`src/design/clbp_pkg.sv`:
```
// Shared constants, types and neighbour-offset functions for the circular LBP stream unit.
// Used by every module of the block; depends on nothing else.
`timescale 1ns / 1ps

package clbp_pkg;

	// Default sizes handed to the top-level parameters.
	localparam int DEF_MAX_WIDTH = 1024;
	localparam int DEF_RADIUS    = 3;

	// Fixed field and register widths.
	localparam int PIX_W        = 8;
	localparam int CODE_W       = 8;
	localparam int NUM_NB       = 8;
	localparam int WIDTH_REG_W  = 11;
	localparam int HEIGHT_REG_W = 13;
	localparam int CFG_DATA_W   = 13;
	localparam int MAX_HEIGHT   = 4096;
	localparam int ROW_W        = 12;
	localparam int CMP_W        = 16;

	// Register values after reset.
	localparam logic [WIDTH_REG_W-1:0]  RESET_WIDTH  = WIDTH_REG_W'(640);
	localparam logic [HEIGHT_REG_W-1:0] RESET_HEIGHT = HEIGHT_REG_W'(480);

	// Q8 fixed point: one pixel step is 256.
	localparam int Q8_ONE = 256;

	// Configuration register indexes.
	typedef enum logic [0:0] {
		CFG_IMAGE_WIDTH  = 1'b0,
		CFG_IMAGE_HEIGHT = 1'b1
	} cfg_idx_t;

	// Diagonal offset is radius * sqrt(1/2), rounded to Q8.
	function automatic int diag_q8(input int radius);
		return (radius * 46341 + 128) >>> 8;
	endfunction

	// Horizontal Q8 offset of neighbour n (x grows to the right).
	function automatic int nb_off_x(input int radius, input int n);
		int full;
		int dg;
		full = radius * Q8_ONE;
		dg   = diag_q8(radius);
		case (n)
			0:       return full;
			1:       return dg;
			2:       return 0;
			3:       return -dg;
			4:       return -full;
			5:       return -dg;
			6:       return 0;
			default: return dg;
		endcase
	endfunction

	// Vertical Q8 offset of neighbour n (y grows downward).
	function automatic int nb_off_y(input int radius, input int n);
		int full;
		int dg;
		full = radius * Q8_ONE;
		dg   = diag_q8(radius);
		case (n)
			0:       return 0;
			1:       return -dg;
			2:       return -full;
			3:       return -dg;
			4:       return 0;
			5:       return dg;
			6:       return full;
			default: return dg;
		endcase
	endfunction

endpackage

```
`src/design/clbp_code_calc.sv`:
```
// Combinational LBP code of one window: eight bilinear neighbours compared with the centre.
// Depends on clbp_pkg for widths and the neighbour offset functions.
`timescale 1ns / 1ps

module clbp_code_calc #(
	parameter int RADIUS = clbp_pkg::DEF_RADIUS
) (
	input  logic [2*RADIUS:0][2*RADIUS:0][clbp_pkg::PIX_W-1:0] window,
	output logic [clbp_pkg::CODE_W-1:0]                         code
);

	localparam int SUM_W = clbp_pkg::PIX_W + 16;

	logic [clbp_pkg::PIX_W-1:0] centre;
	assign centre = window[RADIUS][RADIUS];

	for (genvar n = 0; n < clbp_pkg::NUM_NB; n++) begin : g_nb
		// Split the Q8 offsets into window index and fraction at elaboration.
		localparam int VX  = clbp_pkg::nb_off_x(RADIUS, n);
		localparam int VY  = clbp_pkg::nb_off_y(RADIUS, n);
		localparam int BX  = VX + 16 * clbp_pkg::Q8_ONE;
		localparam int BY  = VY + 16 * clbp_pkg::Q8_ONE;
		localparam int FX  = BX / 256 - 16 + RADIUS;
		localparam int FY  = BY / 256 - 16 + RADIUS;
		localparam int TX  = BX % 256;
		localparam int TY  = BY % 256;
		localparam int CX  = (TX != 0) ? FX + 1 : FX;
		localparam int CY  = (TY != 0) ? FY + 1 : FY;
		localparam int W00 = (256 - TX) * (256 - TY);
		localparam int W01 = TX * (256 - TY);
		localparam int W10 = (256 - TX) * TY;
		localparam int W11 = TX * TY;

		logic [SUM_W-1:0] sum;

		// Exact weighted sum in Q16; the weights add up to one.
		assign sum = SUM_W'(W00) * SUM_W'(window[FY][FX])
			+ SUM_W'(W01) * SUM_W'(window[FY][CX])
			+ SUM_W'(W10) * SUM_W'(window[CY][FX])
			+ SUM_W'(W11) * SUM_W'(window[CY][CX]);

		assign code[n] = sum > {centre, 16'h0000};
	end

endmodule

```
`config.mk`:
```
export PLATFORM = sky130hd
export DESIGN_NAME = clbp_code_calc
export DESIGN_NICKNAME = d
export VERILOG_FILES = /design/src/design/clbp_pkg.sv /design/src/design/clbp_code_calc.sv
export SDC_FILE = /design/constraint.sdc
export NUM_CORES = 2
export LEC_CHECK = 0
export BUFFER_PORTS_ARGS = -buffer_cell sky130_fd_sc_hd__buf_4
export CAP_MARGIN = 10
export CORE_ASPECT_RATIO = 0.9
export CORE_MARGIN = 3
export CORE_UTILIZATION = 60
export DETAILED_ROUTE_END_ITERATION = 8
export GPL_TIMING_DRIVEN = 0
export PLACE_DENSITY_LB_ADDON = 0.05
export SLEW_MARGIN = 5
export SYNTH_ARGS = -nofsm -noshare
export SYNTH_HDL_FRONTEND = slang
export SYNTH_SLANG_ARGS = --single-unit
```
`constraint.sdc`:
```
create_clock -name vclk -period 12.8
set_input_delay 1.92 -clock vclk [all_inputs]
set_output_delay 1.92 -clock vclk [all_outputs]
set_load 0.03 [all_outputs]
```
==> run_results.csv <==
group,metric,value,unit
global_route,grt_pass1_wl,125000,microns
timing,post-route-period-util,97.7,%
synth,ys_types,61,
synth,synth_area_leaders,"fa_1 (47%), ha_1 (28%), inv_1 (14%)",
cells_and_area,syn2layout_area_growth,6.90,%
synth,syn_nets,5284,
floorplanning,fp-row-count,81,
floorplanning,dieWidth,254,microns
floorplanning,core,0.0545,sq mm
timing,fin_setup_tns,0,ps
cells_and_area,regArea,0,sq um
worst_hold_path,hold_end,"code[4]",
global_route,grt_pass1_vias,24200,
timing,fmaxAchievable,80.0,MHz
cells_and_area,nClkBuffers,0,
floorplanning,fp.dieArea,0.0582,sq mm
cells_and_area,nNetsFinal,5465,
synth,yosysWarningCount,0,
synth,synth_seq_area_share,0,%
synth,synth_cells,3367,
global_route,antenna_found_initial,0,
critical_path,crit_type,"in2out",
critical_path,critPathBufInv,7,
critical_path,cp_top_family,"adder cells",
placed_design,place_area,0.0354,sq mm
critical_path,cp_slowest_stage_delay,630,ps
routing,post_drt_wl_per_cell,17.7,microns
timing,tightestPinTransition,861,ps
routing,dr.pass1.iters,5,
global_route,grt-ovfl-total,0,
clock_tree,cts_hold_buf,0,
placed_design,gp_congestion,0.924,
run,maxCapViolations,0,
cells_and_area,mostFrequentLayoutCells,"inv_1 (1269), fa_1 (770), ha_1 (752)",
synth,synth_top_area_share,46.6,%
routing,viasPerCell,5.13,
cells_and_area,drive_gt1_share,5.95,%
cells_and_area,final_util,65.1,%
timing,period_minus_slack,12500,ps
floorplanning,io_pins,400,
outcome,status,"completed",
cells_and_area,seq_cells,0,
global_route,grt_max_degree,10,
timing,finalHoldViolCount,0,
critical_path,cp-start-kind,"primary input",
floorplanning,initial_utilization,60.9,%
critical_path,crit_required,10880,ps
cells_and_area,layout_commonest_cell,"inv_1",
placed_design,portBuffers,176,
worst_hold_path,min_path_type,"in2out",
worst_hold_path,min_path_cells,4,
routing,drtIter0Drc,1058,
floorplanning,die_h,229,microns
critical_path,cp_slowest_cell,"fa_2",
routing,wl,75400,microns
cells_and_area,fin_area,0.0355,sq mm
synth,synth.avg_cell_area,9.86,sq um
global_route,grt_use_total,27.5,%
worst_hold_path,min-delay-start,"window[172]",
synth,syn_area,0.0332,sq mm
synth,yosys.area.top_type,"fa_1",
timing,finalSetupViolCount,0,
routing,vias,21800,
critical_path,critPathArrivalTime,10580,ps
routing,antenna_left,0,
cells_and_area,diodes,0,
critical_path,cpMostUsedCell,"fa_1",
routing,drc,0,
placed_design,hpwl,71800,microns
timing,drv_slew,0,
critical_path,cp_max_fo,4,
timing,slew_headroom,42.5,%
critical_path,endpoint_kind,"output port",
==> tightest hold or removal path, stage by stage <==
cell	delay (ps)
buf_4	80
ha_1	150
a21oi_1	70
buf_4	160
==> what timing repair did <==
| action | in CTS | in global routing |
|---|---|---|
| setup buffers | 0 | 5 |
| gates resized for setup | 0 | 12 |
| endpoints found under the setup margin | 0 | 4 |
| endpoints found under the hold margin | 0 | 0 |
==> synth_stat cells, types with 19 or more instances <==
cell	instances
inv_1	1269
fa_1	773
ha_1	752
a21oi_1	74
nor2_1	59
xnor2_1	47
nand2_1	46
a21o_1	36
o21ai_1	30
xor2_1	22
o21a_1	19
o21ai_0	19
==> layer usage <==
metal  wire length, microns  up-vias  GRT usage [%]
met5                      0        -              0
li1                       -    10400              -
met3                   4070       60           3.87
met1                  34100    10900           39.8
met2                  36000      413           45.5
met4                   1180        0           3.42
==> logic make-up (layout without fill, tap and decap cells) <==
kind of cell    Yosys count  count (layout)  share of synthesized area, %
simple gates            232             232                          3.55
mux                       4               4                         0.124
fa+ha+maj              1525            1525                          74.9
compound gates          262             262                          5.15
buf+inv                1275            1454                          14.4
xor+xnor                 69              69                          1.82
==> metrics by stage <==
stage	hold WS, ps	instances	setup slack (ps)
detailed placement	4300	4248	132
finish	4300	4251	298
CTS	4300	4248	102
floorplan	4120	3367	1210
global placement	4270	4248	181
global route	4360	4251	-37.5
==> final cells by class <==
cell class                 count  area, sq um
fill                        4520        19000
timing repair buffer         181         1360
buffer                         3         11.3
inverter                    1270         4770
tap                          705          882
multi-input combinational   2092        28500
==> worst max path at each step <==
| stage | start | endpoint | slack (ps) | cells past startpoint |
|---|---|---|---|---|
| final | window[381] | code[7] | 300 | 32 |
| after detailed placement | window[380] | code[7] | 130 | 31 |
| after CTS | window[380] | code[7] | 100 | 31 |
| after floorplan | window[380] | code[7] | 1210 | 29 |
| after global routing | window[381] | code[7] | -40 | 32 |
| after global placement | window[380] | code[7] | 180 | 31 |
Power is left out: the tool's default activity adds up to more than one toggle a clock period on the data nets, which glitch-free logic cannot reach.
